File: config.mk
export PLATFORM = sky130hd
export DESIGN_NAME = json_token_scanner_unit
export DESIGN_NICKNAME = d
export VERILOG_FILES = /design/src/rtl/core/jts_pkg.sv /design/src/rtl/core/json_token_scanner_unit.sv
export SDC_FILE = /design/constraint.sdc
export NUM_CORES = 1
export LEC_CHECK = 0
export BUFFER_PORTS_ARGS = -buffer_cell sky130_fd_sc_hd__buf_2
export CAP_MARGIN = 20
export CORE_UTILIZATION = 45
export DETAILED_ROUTE_END_ITERATION = 16
export PLACE_DENSITY = 0.59
export SLEW_MARGIN = 10
export SYNTH_ARGS = -nofsm -noshare
export SYNTH_HDL_FRONTEND = slang
export SYNTH_SLANG_ARGS = --single-unit
File: constraint.sdc
create_clock -name aclk -period 4.4 [get_ports aclk]
set_input_delay 0.88 -clock aclk [delete_from_list [all_inputs] [get_ports aclk]]
set_output_delay 0.88 -clock aclk [all_outputs]
set_load 0.005 [all_outputs]
File: src/rtl/core/jts_pkg.sv
// Shared types, token codes and character helpers for the JSON token scanner.
package jts_pkg;

    typedef enum logic [4:0] {
        M_IDLE  = 5'd0,
        M_STR   = 5'd1,
        M_ESC   = 5'd2,
        M_HEX   = 5'd3,
        M_KEY   = 5'd4,
        M_MINUS = 5'd5,
        M_ZERO  = 5'd6,
        M_INT   = 5'd7,
        M_DOT   = 5'd8,
        M_FRAC  = 5'd9,
        M_E     = 5'd10,
        M_ESIGN = 5'd11,
        M_EXP   = 5'd12,
        M_HALT  = 5'd13
    } scan_mode_t;

    typedef enum logic [3:0] {
        K_EOF    = 4'd0,
        K_LBRACE = 4'd1,
        K_RBRACE = 4'd2,
        K_LBRACK = 4'd3,
        K_RBRACK = 4'd4,
        K_COMMA  = 4'd5,
        K_COLON  = 4'd6,
        K_STRING = 4'd7,
        K_NUMBER = 4'd8,
        K_TRUE   = 4'd9,
        K_FALSE  = 4'd10,
        K_NULL   = 4'd11,
        K_ERROR  = 4'd12
    } token_kind_t;

    localparam logic [1:0] KW_TRUE  = 2'd0;
    localparam logic [1:0] KW_FALSE = 2'd1;
    localparam logic [1:0] KW_NULL  = 2'd2;

    typedef struct packed {
        token_kind_t kind;
        logic [7:0]  content;
        logic        content_valid;
        logic        done;
    } result_t;

    function automatic result_t mk_result(token_kind_t kind, logic [7:0] content,
                                          logic content_valid, logic done);
        result_t r;
        r.kind          = kind;
        r.content       = content;
        r.content_valid = content_valid;
        r.done          = done;
        return r;
    endfunction

    function automatic logic is_digit(logic [7:0] c);
        return (c >= "0") && (c <= "9");
    endfunction

    function automatic logic is_hex(logic [7:0] c);
        return is_digit(c) || ((c >= "a") && (c <= "f")) || ((c >= "A") && (c <= "F"));
    endfunction

    function automatic logic is_space(logic [7:0] c);
        return (c == 8'h20) || ((c >= 8'h09) && (c <= 8'h0d));
    endfunction

    function automatic logic [2:0] kw_len(logic [1:0] k);
        logic [2:0] len;
        unique case (k)
            KW_TRUE:  len = 3'd4;
            KW_FALSE: len = 3'd5;
            KW_NULL:  len = 3'd4;
            default:  len = 3'd0;
        endcase
        return len;
    endfunction

    function automatic logic [7:0] kw_char(logic [1:0] k, logic [2:0] p);
        logic [7:0] ch;
        unique case ({k, p})
            {KW_TRUE, 3'd0}:  ch = "t";
            {KW_TRUE, 3'd1}:  ch = "r";
            {KW_TRUE, 3'd2}:  ch = "u";
            {KW_TRUE, 3'd3}:  ch = "e";
            {KW_FALSE, 3'd0}: ch = "f";
            {KW_FALSE, 3'd1}: ch = "a";
            {KW_FALSE, 3'd2}: ch = "l";
            {KW_FALSE, 3'd3}: ch = "s";
            {KW_FALSE, 3'd4}: ch = "e";
            {KW_NULL, 3'd0}:  ch = "n";
            {KW_NULL, 3'd1}:  ch = "u";
            {KW_NULL, 3'd2}:  ch = "l";
            {KW_NULL, 3'd3}:  ch = "l";
            default:          ch = 8'h00;
        endcase
        return ch;
    endfunction

    function automatic token_kind_t kw_kind(logic [1:0] k);
        token_kind_t kind;
        unique case (k)
            KW_TRUE:  kind = K_TRUE;
            KW_FALSE: kind = K_FALSE;
            KW_NULL:  kind = K_NULL;
            default:  kind = K_ERROR;
        endcase
        return kind;
    endfunction

endpackage

File: src/rtl/core/json_token_scanner_unit.sv
// JSON token scanner: one text byte a beat in, token result beats out.
//
// Text bytes enter on the s_ channel, one per beat; s_tlast (or a zero byte) marks the end of
// the text. An accepted byte is held in the input register while it is scanned, and its first
// result is then written to the m_ output register, which drives m_tvalid. The scanner takes
// one byte per cycle while each byte gives at most one result and m_tready is high. A byte
// that gives two results holds the input while its second result waits in a skid register
// until the output register is free. This happens when a number is closed by a byte that
// gives a result of its own (punctuation, another number character, an error, or the end of
// the text with its EOF), and when an error at the end of the text is followed by EOF. After
// an error all bytes are dropped until the end of the text, which gives an EOF result.
module json_token_scanner_unit (
    input  logic       aclk,
    input  logic       aresetn,
    input  logic       s_tvalid,
    output logic       s_tready,
    input  logic [7:0] s_tdata,   // [7:0] text_byte
    input  logic       s_tlast,   // end_of_input
    output logic       m_tvalid,
    input  logic       m_tready,
    output logic [7:0] m_tdata,   // [7:0] content_byte
    output logic [4:0] m_tuser,   // [3:0] token_kind, [4] content_valid
    output logic       m_tlast    // token_done
);

    // Input register
    logic       in_valid_reg, in_valid_next;
    logic [7:0] in_byte_reg;
    logic       in_last_reg;

    // Scanner state
    jts_pkg::scan_mode_t mode_reg, mode_next;
    logic [1:0] kw_choice_reg, kw_choice_next;
    logic [2:0] kw_pos_reg, kw_pos_next;
    logic [2:0] hex_seen_reg, hex_seen_next;

    // Output register and skid stage
    logic             out_valid_reg, out_valid_next;
    jts_pkg::result_t out_reg, out_next;
    logic             second_valid_reg, second_valid_next;
    jts_pkg::result_t second_reg, second_next;

    logic       out_free;
    logic       process;
    logic [7:0] c;
    logic       end_w;
    logic       ex;

    // Between-token scan, also used for the byte that closes a number
    logic                idle_has;
    jts_pkg::result_t    idle_res;
    jts_pkg::scan_mode_t idle_mode;
    logic                idle_kw;
    logic [1:0]          idle_kc;

    // Step results
    logic [1:0]          res_cnt;
    jts_pkg::result_t    res0, res1;
    logic                do_fail, do_num, do_close;
    jts_pkg::scan_mode_t num_mode;
    logic [2:0]          kw_pos_inc;
    logic [2:0]          hex_inc;
    logic [7:0]          esc_byte;

    assign c     = in_byte_reg;
    assign end_w = in_last_reg || (c == 8'h00);
    assign ex    = (c == "e") || (c == "E");

    assign out_free = !out_valid_reg || m_tready;
    assign process  = in_valid_reg && !second_valid_reg && out_free;
    assign s_tready = !in_valid_reg || process;

    assign m_tvalid = out_valid_reg;
    assign m_tdata  = out_reg.content;
    assign m_tuser  = {out_reg.content_valid, out_reg.kind};
    assign m_tlast  = out_reg.done;

    assign kw_pos_inc = kw_pos_reg + 3'd1;
    assign hex_inc    = hex_seen_reg + 3'd1;

    always_comb begin
        idle_has  = 1'b0;
        idle_res  = jts_pkg::mk_result(jts_pkg::K_EOF, 8'h00, 1'b0, 1'b1);
        idle_mode = jts_pkg::M_IDLE;
        idle_kw   = 1'b0;
        idle_kc   = jts_pkg::KW_TRUE;
        if (end_w) begin
            idle_has = 1'b1;
        end else if (jts_pkg::is_space(c)) begin
            idle_has = 1'b0;
        end else begin
            case (c)
                "{": begin
                    idle_has = 1'b1;
                    idle_res = jts_pkg::mk_result(jts_pkg::K_LBRACE, 8'h00, 1'b0, 1'b1);
                end
                "}": begin
                    idle_has = 1'b1;
                    idle_res = jts_pkg::mk_result(jts_pkg::K_RBRACE, 8'h00, 1'b0, 1'b1);
                end
                "[": begin
                    idle_has = 1'b1;
                    idle_res = jts_pkg::mk_result(jts_pkg::K_LBRACK, 8'h00, 1'b0, 1'b1);
                end
                "]": begin
                    idle_has = 1'b1;
                    idle_res = jts_pkg::mk_result(jts_pkg::K_RBRACK, 8'h00, 1'b0, 1'b1);
                end
                ",": begin
                    idle_has = 1'b1;
                    idle_res = jts_pkg::mk_result(jts_pkg::K_COMMA, 8'h00, 1'b0, 1'b1);
                end
                ":": begin
                    idle_has = 1'b1;
                    idle_res = jts_pkg::mk_result(jts_pkg::K_COLON, 8'h00, 1'b0, 1'b1);
                end
                "\"": begin
                    idle_mode = jts_pkg::M_STR;
                end
                "-": begin
                    idle_has  = 1'b1;
                    idle_res  = jts_pkg::mk_result(jts_pkg::K_NUMBER, c, 1'b1, 1'b0);
                    idle_mode = jts_pkg::M_MINUS;
                end
                "0": begin
                    idle_has  = 1'b1;
                    idle_res  = jts_pkg::mk_result(jts_pkg::K_NUMBER, c, 1'b1, 1'b0);
                    idle_mode = jts_pkg::M_ZERO;
                end
                "t": begin
                    idle_kw   = 1'b1;
                    idle_kc   = jts_pkg::KW_TRUE;
                    idle_mode = jts_pkg::M_KEY;
                end
                "f": begin
                    idle_kw   = 1'b1;
                    idle_kc   = jts_pkg::KW_FALSE;
                    idle_mode = jts_pkg::M_KEY;
                end
                "n": begin
                    idle_kw   = 1'b1;
                    idle_kc   = jts_pkg::KW_NULL;
                    idle_mode = jts_pkg::M_KEY;
                end
                default: begin
                    idle_has = 1'b1;
                    if (jts_pkg::is_digit(c)) begin
                        idle_res  = jts_pkg::mk_result(jts_pkg::K_NUMBER, c, 1'b1, 1'b0);
                        idle_mode = jts_pkg::M_INT;
                    end else begin
                        idle_res  = jts_pkg::mk_result(jts_pkg::K_ERROR, 8'h00, 1'b0, 1'b1);
                        idle_mode = jts_pkg::M_HALT;
                    end
                end
            endcase
        end
    end

    always_comb begin
        res_cnt        = 2'd0;
        res0           = jts_pkg::mk_result(jts_pkg::K_EOF, 8'h00, 1'b0, 1'b1);
        res1           = jts_pkg::mk_result(jts_pkg::K_EOF, 8'h00, 1'b0, 1'b1);
        mode_next      = mode_reg;
        kw_choice_next = kw_choice_reg;
        kw_pos_next    = kw_pos_reg;
        hex_seen_next  = hex_seen_reg;
        do_fail        = 1'b0;
        do_num         = 1'b0;
        do_close       = 1'b0;
        num_mode       = jts_pkg::M_INT;
        esc_byte       = c;

        unique case (mode_reg) inside
            jts_pkg::M_IDLE: begin
                do_close = 1'b0;
                res_cnt   = {1'b0, idle_has};
                res0      = idle_res;
                mode_next = idle_mode;
                if (idle_kw) begin
                    kw_choice_next = idle_kc;
                    kw_pos_next    = 3'd1;
                end
            end
            jts_pkg::M_STR: begin
                if (end_w) begin
                    do_fail = 1'b1;
                end else if (c == "\"") begin
                    mode_next = jts_pkg::M_IDLE;
                    res_cnt   = 2'd1;
                    res0      = jts_pkg::mk_result(jts_pkg::K_STRING, 8'h00, 1'b0, 1'b1);
                end else if (c == "\\") begin
                    mode_next = jts_pkg::M_ESC;
                end else begin
                    res_cnt = 2'd1;
                    res0    = jts_pkg::mk_result(jts_pkg::K_STRING, c, 1'b1, 1'b0);
                end
            end
            jts_pkg::M_ESC: begin
                if (end_w) begin
                    do_fail = 1'b1;
                end else if (c == "u") begin
                    hex_seen_next = 3'd0;
                    mode_next     = jts_pkg::M_HEX;
                end else begin
                    case (c) inside
                        "\"", "\\", "/": esc_byte = c;
                        "b":             esc_byte = 8'h08;
                        "f":             esc_byte = 8'h0c;
                        "n":             esc_byte = 8'h0a;
                        "r":             esc_byte = 8'h0d;
                        "t":             esc_byte = 8'h09;
                        default: begin
                            esc_byte = c;
                            do_fail  = 1'b1;
                        end
                    endcase
                    if (!do_fail) begin
                        mode_next = jts_pkg::M_STR;
                        res_cnt   = 2'd1;
                        res0      = jts_pkg::mk_result(jts_pkg::K_STRING, esc_byte, 1'b1, 1'b0);
                    end
                end
            end
            jts_pkg::M_HEX: begin
                if (end_w || !jts_pkg::is_hex(c)) begin
                    do_fail = 1'b1;
                end else if (hex_inc >= 3'd4) begin
                    hex_seen_next = 3'd0;
                    mode_next     = jts_pkg::M_STR;
                end else begin
                    hex_seen_next = hex_inc;
                end
            end
            jts_pkg::M_KEY: begin
                if (end_w || (kw_pos_reg >= jts_pkg::kw_len(kw_choice_reg))
                        || (c != jts_pkg::kw_char(kw_choice_reg, kw_pos_reg))) begin
                    do_fail = 1'b1;
                end else if (kw_pos_inc >= jts_pkg::kw_len(kw_choice_reg)) begin
                    kw_pos_next = 3'd0;
                    mode_next   = jts_pkg::M_IDLE;
                    res_cnt     = 2'd1;
                    res0        = jts_pkg::mk_result(jts_pkg::kw_kind(kw_choice_reg), 8'h00,
                                                     1'b0, 1'b1);
                end else begin
                    kw_pos_next = kw_pos_inc;
                end
            end
            jts_pkg::M_MINUS: begin
                if (end_w) begin
                    do_fail = 1'b1;
                end else if (c == "0") begin
                    do_num   = 1'b1;
                    num_mode = jts_pkg::M_ZERO;
                end else if (jts_pkg::is_digit(c)) begin
                    do_num   = 1'b1;
                    num_mode = jts_pkg::M_INT;
                end else begin
                    do_fail = 1'b1;
                end
            end
            jts_pkg::M_ZERO, jts_pkg::M_INT: begin
                if (!end_w && (mode_reg == jts_pkg::M_INT) && jts_pkg::is_digit(c)) begin
                    do_num   = 1'b1;
                    num_mode = jts_pkg::M_INT;
                end else if (!end_w && (c == ".")) begin
                    do_num   = 1'b1;
                    num_mode = jts_pkg::M_DOT;
                end else if (!end_w && ex) begin
                    do_num   = 1'b1;
                    num_mode = jts_pkg::M_E;
                end else begin
                    do_close = 1'b1;
                end
            end
            jts_pkg::M_DOT: begin
                if (!end_w && jts_pkg::is_digit(c)) begin
                    do_num   = 1'b1;
                    num_mode = jts_pkg::M_FRAC;
                end else begin
                    do_fail = 1'b1;
                end
            end
            jts_pkg::M_FRAC: begin
                if (!end_w && jts_pkg::is_digit(c)) begin
                    do_num   = 1'b1;
                    num_mode = jts_pkg::M_FRAC;
                end else if (!end_w && ex) begin
                    do_num   = 1'b1;
                    num_mode = jts_pkg::M_E;
                end else begin
                    do_close = 1'b1;
                end
            end
            jts_pkg::M_E: begin
                if (end_w) begin
                    do_fail = 1'b1;
                end else if ((c == "+") || (c == "-")) begin
                    do_num   = 1'b1;
                    num_mode = jts_pkg::M_ESIGN;
                end else if (jts_pkg::is_digit(c)) begin
                    do_num   = 1'b1;
                    num_mode = jts_pkg::M_EXP;
                end else begin
                    do_fail = 1'b1;
                end
            end
            jts_pkg::M_ESIGN: begin
                if (!end_w && jts_pkg::is_digit(c)) begin
                    do_num   = 1'b1;
                    num_mode = jts_pkg::M_EXP;
                end else begin
                    do_fail = 1'b1;
                end
            end
            jts_pkg::M_EXP: begin
                if (!end_w && jts_pkg::is_digit(c)) begin
                    do_num   = 1'b1;
                    num_mode = jts_pkg::M_EXP;
                end else begin
                    do_close = 1'b1;
                end
            end
            default: begin
                // Halted after an error: drop bytes until the end of the text.
                if (end_w) begin
                    mode_next = jts_pkg::M_IDLE;
                    res_cnt   = 2'd1;
                end else begin
                    mode_next = jts_pkg::M_HALT;
                end
            end
        endcase

        if (do_fail) begin
            res0 = jts_pkg::mk_result(jts_pkg::K_ERROR, 8'h00, 1'b0, 1'b1);
            res1 = jts_pkg::mk_result(jts_pkg::K_EOF, 8'h00, 1'b0, 1'b1);
            if (end_w) begin
                res_cnt   = 2'd2;
                mode_next = jts_pkg::M_IDLE;
            end else begin
                res_cnt   = 2'd1;
                mode_next = jts_pkg::M_HALT;
            end
        end else if (do_num) begin
            res_cnt   = 2'd1;
            res0      = jts_pkg::mk_result(jts_pkg::K_NUMBER, c, 1'b1, 1'b0);
            mode_next = num_mode;
        end else if (do_close) begin
            // The closing byte is scanned again as the start of the next token.
            res_cnt   = idle_has ? 2'd2 : 2'd1;
            res0      = jts_pkg::mk_result(jts_pkg::K_NUMBER, 8'h00, 1'b0, 1'b1);
            res1      = idle_res;
            mode_next = idle_mode;
            if (idle_kw) begin
                kw_choice_next = idle_kc;
                kw_pos_next    = 3'd1;
            end
        end
    end

    always_comb begin
        in_valid_next     = in_valid_reg;
        out_valid_next    = out_valid_reg;
        out_next          = out_reg;
        second_valid_next = second_valid_reg;
        second_next       = second_reg;

        if (process) begin
            in_valid_next = 1'b0;
        end
        if (s_tvalid && s_tready) begin
            in_valid_next = 1'b1;
        end

        if (out_valid_reg && m_tready) begin
            out_valid_next = 1'b0;
        end
        if (second_valid_reg && out_free) begin
            out_valid_next    = 1'b1;
            out_next          = second_reg;
            second_valid_next = 1'b0;
        end else if (process && (res_cnt != 2'd0)) begin
            out_valid_next = 1'b1;
            out_next       = res0;
            if (res_cnt == 2'd2) begin
                second_valid_next = 1'b1;
                second_next       = res1;
            end
        end
    end

    always_ff @(posedge aclk) begin
        if (!aresetn) begin
            in_valid_reg     <= 1'b0;
            out_valid_reg    <= 1'b0;
            second_valid_reg <= 1'b0;
            mode_reg         <= jts_pkg::M_IDLE;
            kw_choice_reg    <= 2'd0;
            kw_pos_reg       <= 3'd0;
            hex_seen_reg     <= 3'd0;
        end else begin
            in_valid_reg     <= in_valid_next;
            out_valid_reg    <= out_valid_next;
            second_valid_reg <= second_valid_next;
            if (process) begin
                mode_reg      <= mode_next;
                kw_choice_reg <= kw_choice_next;
                kw_pos_reg    <= kw_pos_next;
                hex_seen_reg  <= hex_seen_next;
            end
        end
    end

    always_ff @(posedge aclk) begin
        if (s_tvalid && s_tready) begin
            in_byte_reg <= s_tdata;
            in_last_reg <= s_tlast;
        end
        out_reg    <= out_next;
        second_reg <= second_next;
    end

endmodule

[Word-level counts from Yosys, hierarchy flattened]
Memory sizes are Yosys's and may differ from the RTL's. A register that Yosys moved wholly into a read port is not among the register bits.
Cells that the tools add are included.
Storage, ports and cells
  bits in registers: 53
  bits in latches: 0
  RAM bits: 0
  memory bits (read-only): 224
  output and inout bits: 16
  word-level logic and storage cells: 289
  memories kept: 1
Memories
  (no name shown): depth 32, bits a word 7, rd ports 1, clocked after Yosys merged registers in 1, wr ports 0, RTL line jts_pkg.sv:83  | unique case ({k, p})
Cells by class
  $add $sub $neg: 2
  multipliers: 0
  div/mod/pow operators: 0
  magnitude comparators: 11
  eq/ne operators: 50
  shift-type cells: 0
  muxes and demuxes: 148
  bitwise operators: 3
  reduce and logical (&&, ||, !) cells: 57
Operators by type and width (count)
  $mux 14: 11
  $pmux 14 s8: 1
  $eq 8x7->1 const B: 13
  $mux 5: 18
  $eq 8x6->1 const B: 9
  $mux 13: 5
  $pmux 5 s6: 2
  $mux 8: 7
  $pmux 14 s4: 1
  $mux 1: 54
  $mux 3: 14
  $mux 4: 10
  $mux 2: 15
  $eq 5x4->1 const B: 5
  $pmux 5 s5: 1
  $eq 5x3->1 const B: 4
  $ne 5x5->1 const B: 4
  $pmux 3 s2: 3
  $ge 8x7->1 const B: 2
  $le 8x7->1 const B: 2
  $logic_and 1x1->1: 15
  $reduce_or 2->1: 6
  $reduce_or 3->1: 4
  $logic_or 1x1->1: 11
  other kinds (39): 54

[Logic depth before layout (Yosys ltp)]
Gate-level depths: netlist of the first run.
  depth in word-level cells: 21
  gate-level depth with buffers: 13
  mapped depth without buffers: 13

[Worst setup path before layout of the first run]
No wires, ideal clock.
  kind: register to register
  from: register in_byte_reg[0] (netlist: c[0])
  to: register second_reg[0] (netlist bit) (enable)
  library setup time: 0.405 ns
  arrival: 3.217 ns
  required time: 3.995 ns
  path slack: 0.778 ns
  cell stages (with the launch flop): 11
  clock period less this slack: 3.622 ns
  cell sequence: edfxtp_1 -> buf_1 -> nor4_2 -> a21oi_1 -> clkbuf_1 -> a311oi_1 -> a211oi_1 -> nand3_1 -> buf_2 -> a21oi_1 -> nor3_1
On the way
  cells in the longest elaborated chain, start to end: 20
  elaborated cells on any way between the ends: 106
  those cells by class: order compare: 8; eq/ne: 18; mux: 54; reduce/logical: 26
Ends and longest elaborated chain
  start: declaration: RTL line json_token_scanner_unit.sv:28  | logic [7:0] in_byte_reg;
  start signal: assignment: RTL line json_token_scanner_unit.sv:416  | in_byte_reg <= s_tdata;
  $eq 8x7->1: RTL line json_token_scanner_unit.sv:92  | case (c)
  $mux 1 (6 in series): RTL line json_token_scanner_unit.sv:205  | case (c) inside
  $mux 1: RTL line json_token_scanner_unit.sv:201  | end else if (c == "u") begin
  $mux 1: RTL line json_token_scanner_unit.sv:199  | if (end_w) begin
  $mux 1: RTL line json_token_scanner_unit.sv:173  | unique case (mode_reg) inside
  $mux 1: RTL line json_token_scanner_unit.sv:217  | if (!do_fail) begin
  $mux 1: RTL line json_token_scanner_unit.sv:201
  $mux 1: RTL line json_token_scanner_unit.sv:199
  $pmux 2 s5: RTL line json_token_scanner_unit.sv:173
  $mux 2: RTL line json_token_scanner_unit.sv:348  | end else if (do_close) begin
  $mux 2: RTL line json_token_scanner_unit.sv:344  | end else if (do_num) begin
  $mux 2 (*): RTL line json_token_scanner_unit.sv:334  | if (do_fail) begin
  $reduce_bool 2->1: RTL line json_token_scanner_unit.sv:382  | end else if (process && (res_cnt != 2'd0)) begin
  $logic_and 1x1->1: RTL line json_token_scanner_unit.sv:382
  $reduce_and 3->1 (no source line) (*)
  end signal: assignment: RTL line json_token_scanner_unit.sv:420  | second_reg <= second_next;
  end: declaration: RTL line json_token_scanner_unit.sv:41  | jts_pkg::result_t second_reg, second_next;
Mark *: on every way between the ends. The rest lies on a longest branch, timed or not. The select of a mux whose other input is x is not followed.
A chain may end at the register's enable or synchronous reset.

[Worst setup path after layout of the first run]
  from: register in_byte_reg[7] (netlist: c[7])
  to: register out_reg (netlist bit m_tdata[7]) (enable)
On the way
  cells in the longest elaborated chain, start to end: 20
  elaborated cells on any way between the ends: 105
  those cells by class: order compare: 8; eq/ne: 17; mux: 54; reduce/logical: 26
Ends and longest elaborated chain
  $eq 8x7->1: RTL line json_token_scanner_unit.sv:92
  $mux 1 (6 in series): RTL line json_token_scanner_unit.sv:205
  $mux 1: RTL line json_token_scanner_unit.sv:201
  $mux 1: RTL line json_token_scanner_unit.sv:199
  $mux 1: RTL line json_token_scanner_unit.sv:173
  $mux 1: RTL line json_token_scanner_unit.sv:217
  $mux 1: RTL line json_token_scanner_unit.sv:201
  $mux 1: RTL line json_token_scanner_unit.sv:199
  $pmux 2 s5: RTL line json_token_scanner_unit.sv:173
  $mux 2: RTL line json_token_scanner_unit.sv:348
  $mux 2: RTL line json_token_scanner_unit.sv:344
  $mux 2 (*): RTL line json_token_scanner_unit.sv:334
  $reduce_bool 2->1 (*): RTL line json_token_scanner_unit.sv:382
  $logic_and 1x1->1 (*): RTL line json_token_scanner_unit.sv:382
  $reduce_bool 2->1 (no source line) (*)
  end signal: assignment: RTL line json_token_scanner_unit.sv:419  | out_reg <= out_next;
  end: declaration: RTL line json_token_scanner_unit.sv:39  | jts_pkg::result_t out_reg, out_next;
Marks and branches as above.

==> qor.yml, run 1 <==
outcome: "completed"
ff_latch_area_um2: 1530
p_int_mw: 1.22
multi_input_area_um2: 2610
fin_skew_ps: 15.7
fp.dieW_um: 99.9
fillCellCount: 918
wl_per_cell_um: 21.1
rsz0062_at_grt: "no"
swShare_pct: 38.0
start_util_pct: 46.5
finalSetupViolCount: 0
yosysTopAreaCellShare_pct: 25.8
avgSynthCellArea_um2: 8.70
hp-class: "reg -> reg"
pwr-share-clk_pct: 28.5
rows: 35
layout_commonest_cell: "nor2_1"
period_minus_slack_ps: 3760
grt_pass1_vias: 4003
dr.pass1.iters: 5
hold_viol_final: 0
worst_pin_slew_ps: 752
final_cell_mix: "49 x nor2_1, 39 x nand2_1, 37 x edfxtp_1"
r2r-start: "c[7]$_DFFE_PP_"
p_leak_nw: 1.76
reg2reg_slack_ps: 640
report.final.slew_viol_count: 0
via_count: 4171
holdWs_ps: 460
drc: 0
crit_arrival_ps: 3860
drive_gt1_share_pct: 14.2
synthTopCellsByArea: "edfxtp_1 26%, dfxtp_1 9.7%, nor2_1 4.3%"
startpoint: "c[7]$_DFFE_PP_"
drt.antenna.violating_nets: 0
root_buffer: "clkbuf_8"
cts_setup_buffers: 0
period_share_pct: 85.5
endpoint_kind: "register"
synth.distinct_cells: 88
worstHoldStart: "hex_seen_reg[2]$_SDFFE_PN0P_"
ctsHtreeMaxLevel: 3
via_per_inst: 6.36
nNetsFinal: 547
die-area_um2: 9980
path_clk_slew_ps: 70
p_switching_mw: 0.744
syn2layout_area_growth_pct: 12.0
netlist_area_um2: 4310
synth_top_area_cell: "edfxtp_1"
irDropWorstVdd_v: 0.000173
grt_max_degree: 23
setup_slack_ps: 639
fin_setup_tns_ps: 0
synth_edf_count: 37
gp_congestion: 0.958
clock_latency_ps: 360
clk_path_buf_depth: 2
start_kind: "register"
ys_ff_latch: 58
ys_seq_area_share_pct: 35.5
track_usage_pct: 29.4
worstSetupPathType: "reg -> reg"
cts.repair.resized: 0
portBuffers: 28
power_frac_seq_pct: 36.6
gr-total-overflow: 0
yosysWarnings: 0
numCtsBuffers: 9
synth_ff_type: "edfxtp_1"
max_cap_violations: 0
maxSlewHeadroom_pct: 49.5
n_antenna_cell: 0
syn_inst: 496
clkSinkCount: 58
postRouteWirelength_um: 13800
p_comb_share_pct: 34.9
crit_fanout: 16
post-dp-hpwl_um: 10400
core_um2: 9280
antenna_found_initial: 0
synthArstFlopShare_pct: 0
clock.fmax_mhz: 266
cts_tree: "built"
ios: 29
total_power_mw: 1.96
power.density_nw_per_um2: 406
drt_iter0_markers: 388
place_ws_ps: 706
grt_pass1_wl_um: 22100
die_y_um: 99.9
cts-hold-fix-buffers: 0
required_ps: 4500
-- routing by layer --
layer | routed length (um) | GRT usage (%)
met1 | 6040 | 37.0
met5 | 0 | 0
met3 | 814 | 6.69
met2 | 6570 | 48.5
met4 | 418 | 12.3
-- metrics by stage --
step	instance area [um^2]	instances	util, %
floorplan	4320	497	-
global placement	4620	640	49.8
detailed placement	4620	640	49.8
CTS	4830	656	52.0
global route	4830	656	52.0
finish	4830	656	52.0
-- worst paths after layout --
path	to	cells past startpoint
setup / recovery	m_tdata[7]$_DFFE_PP_	9
hold / removal	hex_seen_reg[2]$_SDFFE_PN0P_	2
setup reg to reg	m_tdata[7]$_DFFE_PP_	9
hold reg to reg	hex_seen_reg[2]$_SDFFE_PN0P_	2
-- logic make-up after synthesis --
| family | Yosys count | share of synthesized area [%] |
|---|---|---|
| AND/OR/NAND/NOR | 215 | 28.2 |
| other | 1 | 0.0869 |
| XOR/XNOR | 9 | 1.83 |
| multiplexers | 7 | 1.71 |
| adder cells (fa/ha/maj) | 12 | 3.48 |
| buffers and inverters | 47 | 4.26 |
| AO/OA/AOI/OAI | 147 | 24.9 |
| flip-flops | 58 | 35.5 |
-- final cells by class --
class / instances / area share, %
Clock buffer: 10 / 2.64
Clock inverter: 6 / 1.68
Inverter: 17 / 1.32
Multi-Input combinational cell: 392 / 53.9
Sequential cell: 58 / 31.7
Tap cell: 129 / 3.34
Timing Repair Buffer: 44 / 5.39
-- power by group through the flow --
stage | Combinational [mW] | Sequential (mW) | Clock [mW]
global route | 0.740 | 0.727 | 0.591
floorplan | 0.447 | 0.707 | 0
finish | 0.684 | 0.717 | 0.559
global placement | 0.673 | 0.727 | 0
CTS | 0.665 | 0.716 | 0.565
detailed placement | 0.663 | 0.728 | 0
-- worst max-delay path: stages (launching register included) --
cell and delay (ps):
edfxtp_1 670, or4b_1 730, o31ai_1 490, a311oi_1 160
a211oi_1 220, nand3_1 160, nand2b_1 210, o41ai_1 510
a21oi_1 130, buf_4 210
-- cell usage after synthesis, types with 8 or more instances --
| cell | instances |
|---|---|
| nor3_1 | 15 |
| nand2b_1 | 11 |
| o21ai_1 | 9 |
| a31oi_1 | 9 |
| o21ai_0 | 15 |
| inv_1 | 16 |
| nand2_1 | 39 |
| nand3_1 | 19 |
| edfxtp_1 | 37 |
| a21oi_1 | 25 |
| a21o_1 | 8 |
| ha_1 | 12 |
| nor4_1 | 10 |
| nor2_1 | 49 |
| clkbuf_1 | 21 |
| dfxtp_1 | 21 |
(Power assumes the default switching activity.)
==> run 2: changes to the inputs <==
CORE_UTILIZATION = 46   (was 45)
PLACE_DENSITY = 0.6   (was 0.59)
==> qor.yml, run 2 (same netlist as run 1, synthesis figures left out) <==
cp_slowest_cell: "edfxtp_1"  # was or4b_1
crit_fanout: 20  # was 16
grt_pass1_wl_um: 21300  # was 22,100 um
gr-total-overflow: 0  # unchanged
period_share_pct: 89.8  # was 85.5%
core_um2: 8890  # was 9280 um^2
via_count: 4120  # was 4,171
place_ws_ps: 589  # was 706 ps
max_stage_delay_ps: 800  # was 730 ps
rsz0062_at_grt: "no"  # unchanged
syn2layout_area_growth_pct: 11.7  # was 12.0%
multi_input_area_um2: 2610  # unchanged
drt_iter0_markers: 453  # was 388
drive_gt1_share_pct: 14.1  # was 14.2%
postRouteWirelength_um: 13300  # was 13,800 um
max_cap_violations: 0  # unchanged
fillCellCount: 827  # was 918
final_util_pct: 54.2  # was 52.0%
worst_pin_slew_ps: 743  # was 752 ps
irDropWorstVdd_v: 0.000182  # was 0.000173 V
hold_viol_final: 0  # unchanged
holdWs_ps: 459  # was 460 ps
outcome: "completed"  # unchanged
final_cell_mix: "49 x nor2_1, 39 x nand2_1, 37 x edfxtp_1"  # unchanged
placed_cells: 615  # was 640
path_clk_slew_ps: 80  # was 70 ps
hp-class: "reg -> reg"  # unchanged
portBuffers: 28  # unchanged
nNetsFinal: 543  # was 547
ctsHtreeMaxLevel: 3  # unchanged
power.density_nw_per_um2: 420  # was 406 nW/um^2
p_leak_nw: 1.76  # about the same
root_buffer: "clkbuf_8"  # unchanged
drc: 0  # unchanged
post-dp-hpwl_um: 9840  # was 10,400 um
fin_skew_ps: 18.9  # was 15.7 ps
start_kind: "register"  # unchanged
clock.fmax_mhz: 253  # was 266 MHz
ios: 29  # unchanged
grt_max_degree: 30  # was 23
gp_congestion: 1.01  # was 0.958
track_usage_pct: 28.7  # was 29.4%
drt.antenna.violating_nets: 0  # unchanged
report.final.slew_viol_count: 0  # unchanged
dpl_cell_area_um2: 4570  # was 4620 um^2
via_per_inst: 6.53  # was 6.36
die_y_um: 98.8  # was 99.9 um
cts-hold-fix-buffers: 0  # unchanged
finalSetupViolCount: 0  # unchanged
crit_arrival_ps: 4060  # was 3860 ps
path_buf_inv: 1  # unchanged
cts_tree: "built"  # unchanged
ff_latch_area_um2: 1530  # unchanged
wl_per_cell_um: 21.1  # about the same
total_power_mw: 2.02  # was 1.96 mW
period_minus_slack_ps: 3950  # was 3760 ps
cp_top_family: "simple AND/OR/NAND/NOR gates"  # was compound AO/OA/AOI/OAI gates
required_ps: 4500  # about the same
fin_setup_tns_ps: 0  # unchanged
clk_path_buf_depth: 2  # unchanged
setup_slack_ps: 448  # was 639 ps
cts.repair.resized: 0  # unchanged
crit_chain: "nand4bb_1 -> nor3_2 -> nor2_1 -> a211oi_1 -> nand3_1 -> nand2b_1 -> o41ai_1 -> a21oi_1 -> buf_4"  # was or4b_1 -> o31ai_1 -> a311oi_1 -> a211oi_1 -> nand3_1 -> nand2b_1 -> o41ai_1 -> a21oi_1 -> buf_4
worstSetupPathType: "reg -> reg"  # unchanged
cts_setup_buffers: 0  # unchanged
n_antenna_cell: 0  # unchanged
clock_latency_ps: 370  # was 360 ps
grt_pass1_vias: 3871  # was 4,003
endpoint_kind: "register"  # unchanged
die-area_um2: 9770  # was 9980 um^2
antenna_found_initial: 0  # unchanged
numCtsBuffers: 9  # unchanged
dr.pass1.iters: 5  # unchanged
start_util_pct: 48.5  # was 46.5%
fp.dieW_um: 98.8  # was 99.9 um
layout_commonest_cell: "nor2_1"  # unchanged
final_cell_area_um2: 4820  # was 4830 um^2
rows: 34  # was 35
clkSinkCount: 58  # unchanged
maxSlewHeadroom_pct: 50.5  # was 49.5%
instances_no_fill: 631  # was 656
==> run 2: layer usage <==
metal  up-vias  track usage, %  routed length, um  part of all wire (%)
met2       180            47.3               6300                    47
li1       1959               -                  -                     -
met5         -               0                  0                     0
met3        28            3.69                794                   6.0
met4         0            11.6                377                   2.8
met1      1953            38.3               5810                    44
==> run 2: final cells by class <==
cell class,count,share of cell area [%]
clock inverters,7,2.60
repair buffers,40,4.78
multi-input cells,392,54.1
inverters,17,1.33
well taps,108,2.81
clock buffers,9,2.57
flip-flops and latches,58,31.8
==> run 2: power breakdown <==
| group | switching (mW) | internal (mW) | total [mW] |
|---|---|---|---|
| logic | 0.421 | 0.229 | 0.650 |
| registers | 0.0650 | 0.665 | 0.730 |
| clock network | 0.261 | 0.381 | 0.643 |
| total | 0.748 | 1.27 | 2.02 |
==> run 2: worst register-to-register path, stage by stage (launching register included) <==
cell       delay, ps
edfxtp_1         800
nand4bb_1        470
nor3_2           680
nor2_1           170
a211oi_1         260
nand3_1          220
nand2b_1         240
o41ai_1          510
a21oi_1          130
buf_4            210
==> run 2: worst paths after layout <==
check	from	to	slack, ps	depth (start not counted)
worst max-delay path	c[4]$_DFFE_PP_	m_tdata[7]$_DFFE_PP_	450	9
worst min-delay path	hex_seen_reg[2]$_SDFFE_PN0P_	hex_seen_reg[2]$_SDFFE_PN0P_	460	2
worst max register to register	c[4]$_DFFE_PP_	m_tdata[7]$_DFFE_PP_	450	9
worst min register to register	hex_seen_reg[2]$_SDFFE_PN0P_	hex_seen_reg[2]$_SDFFE_PN0P_	460	2
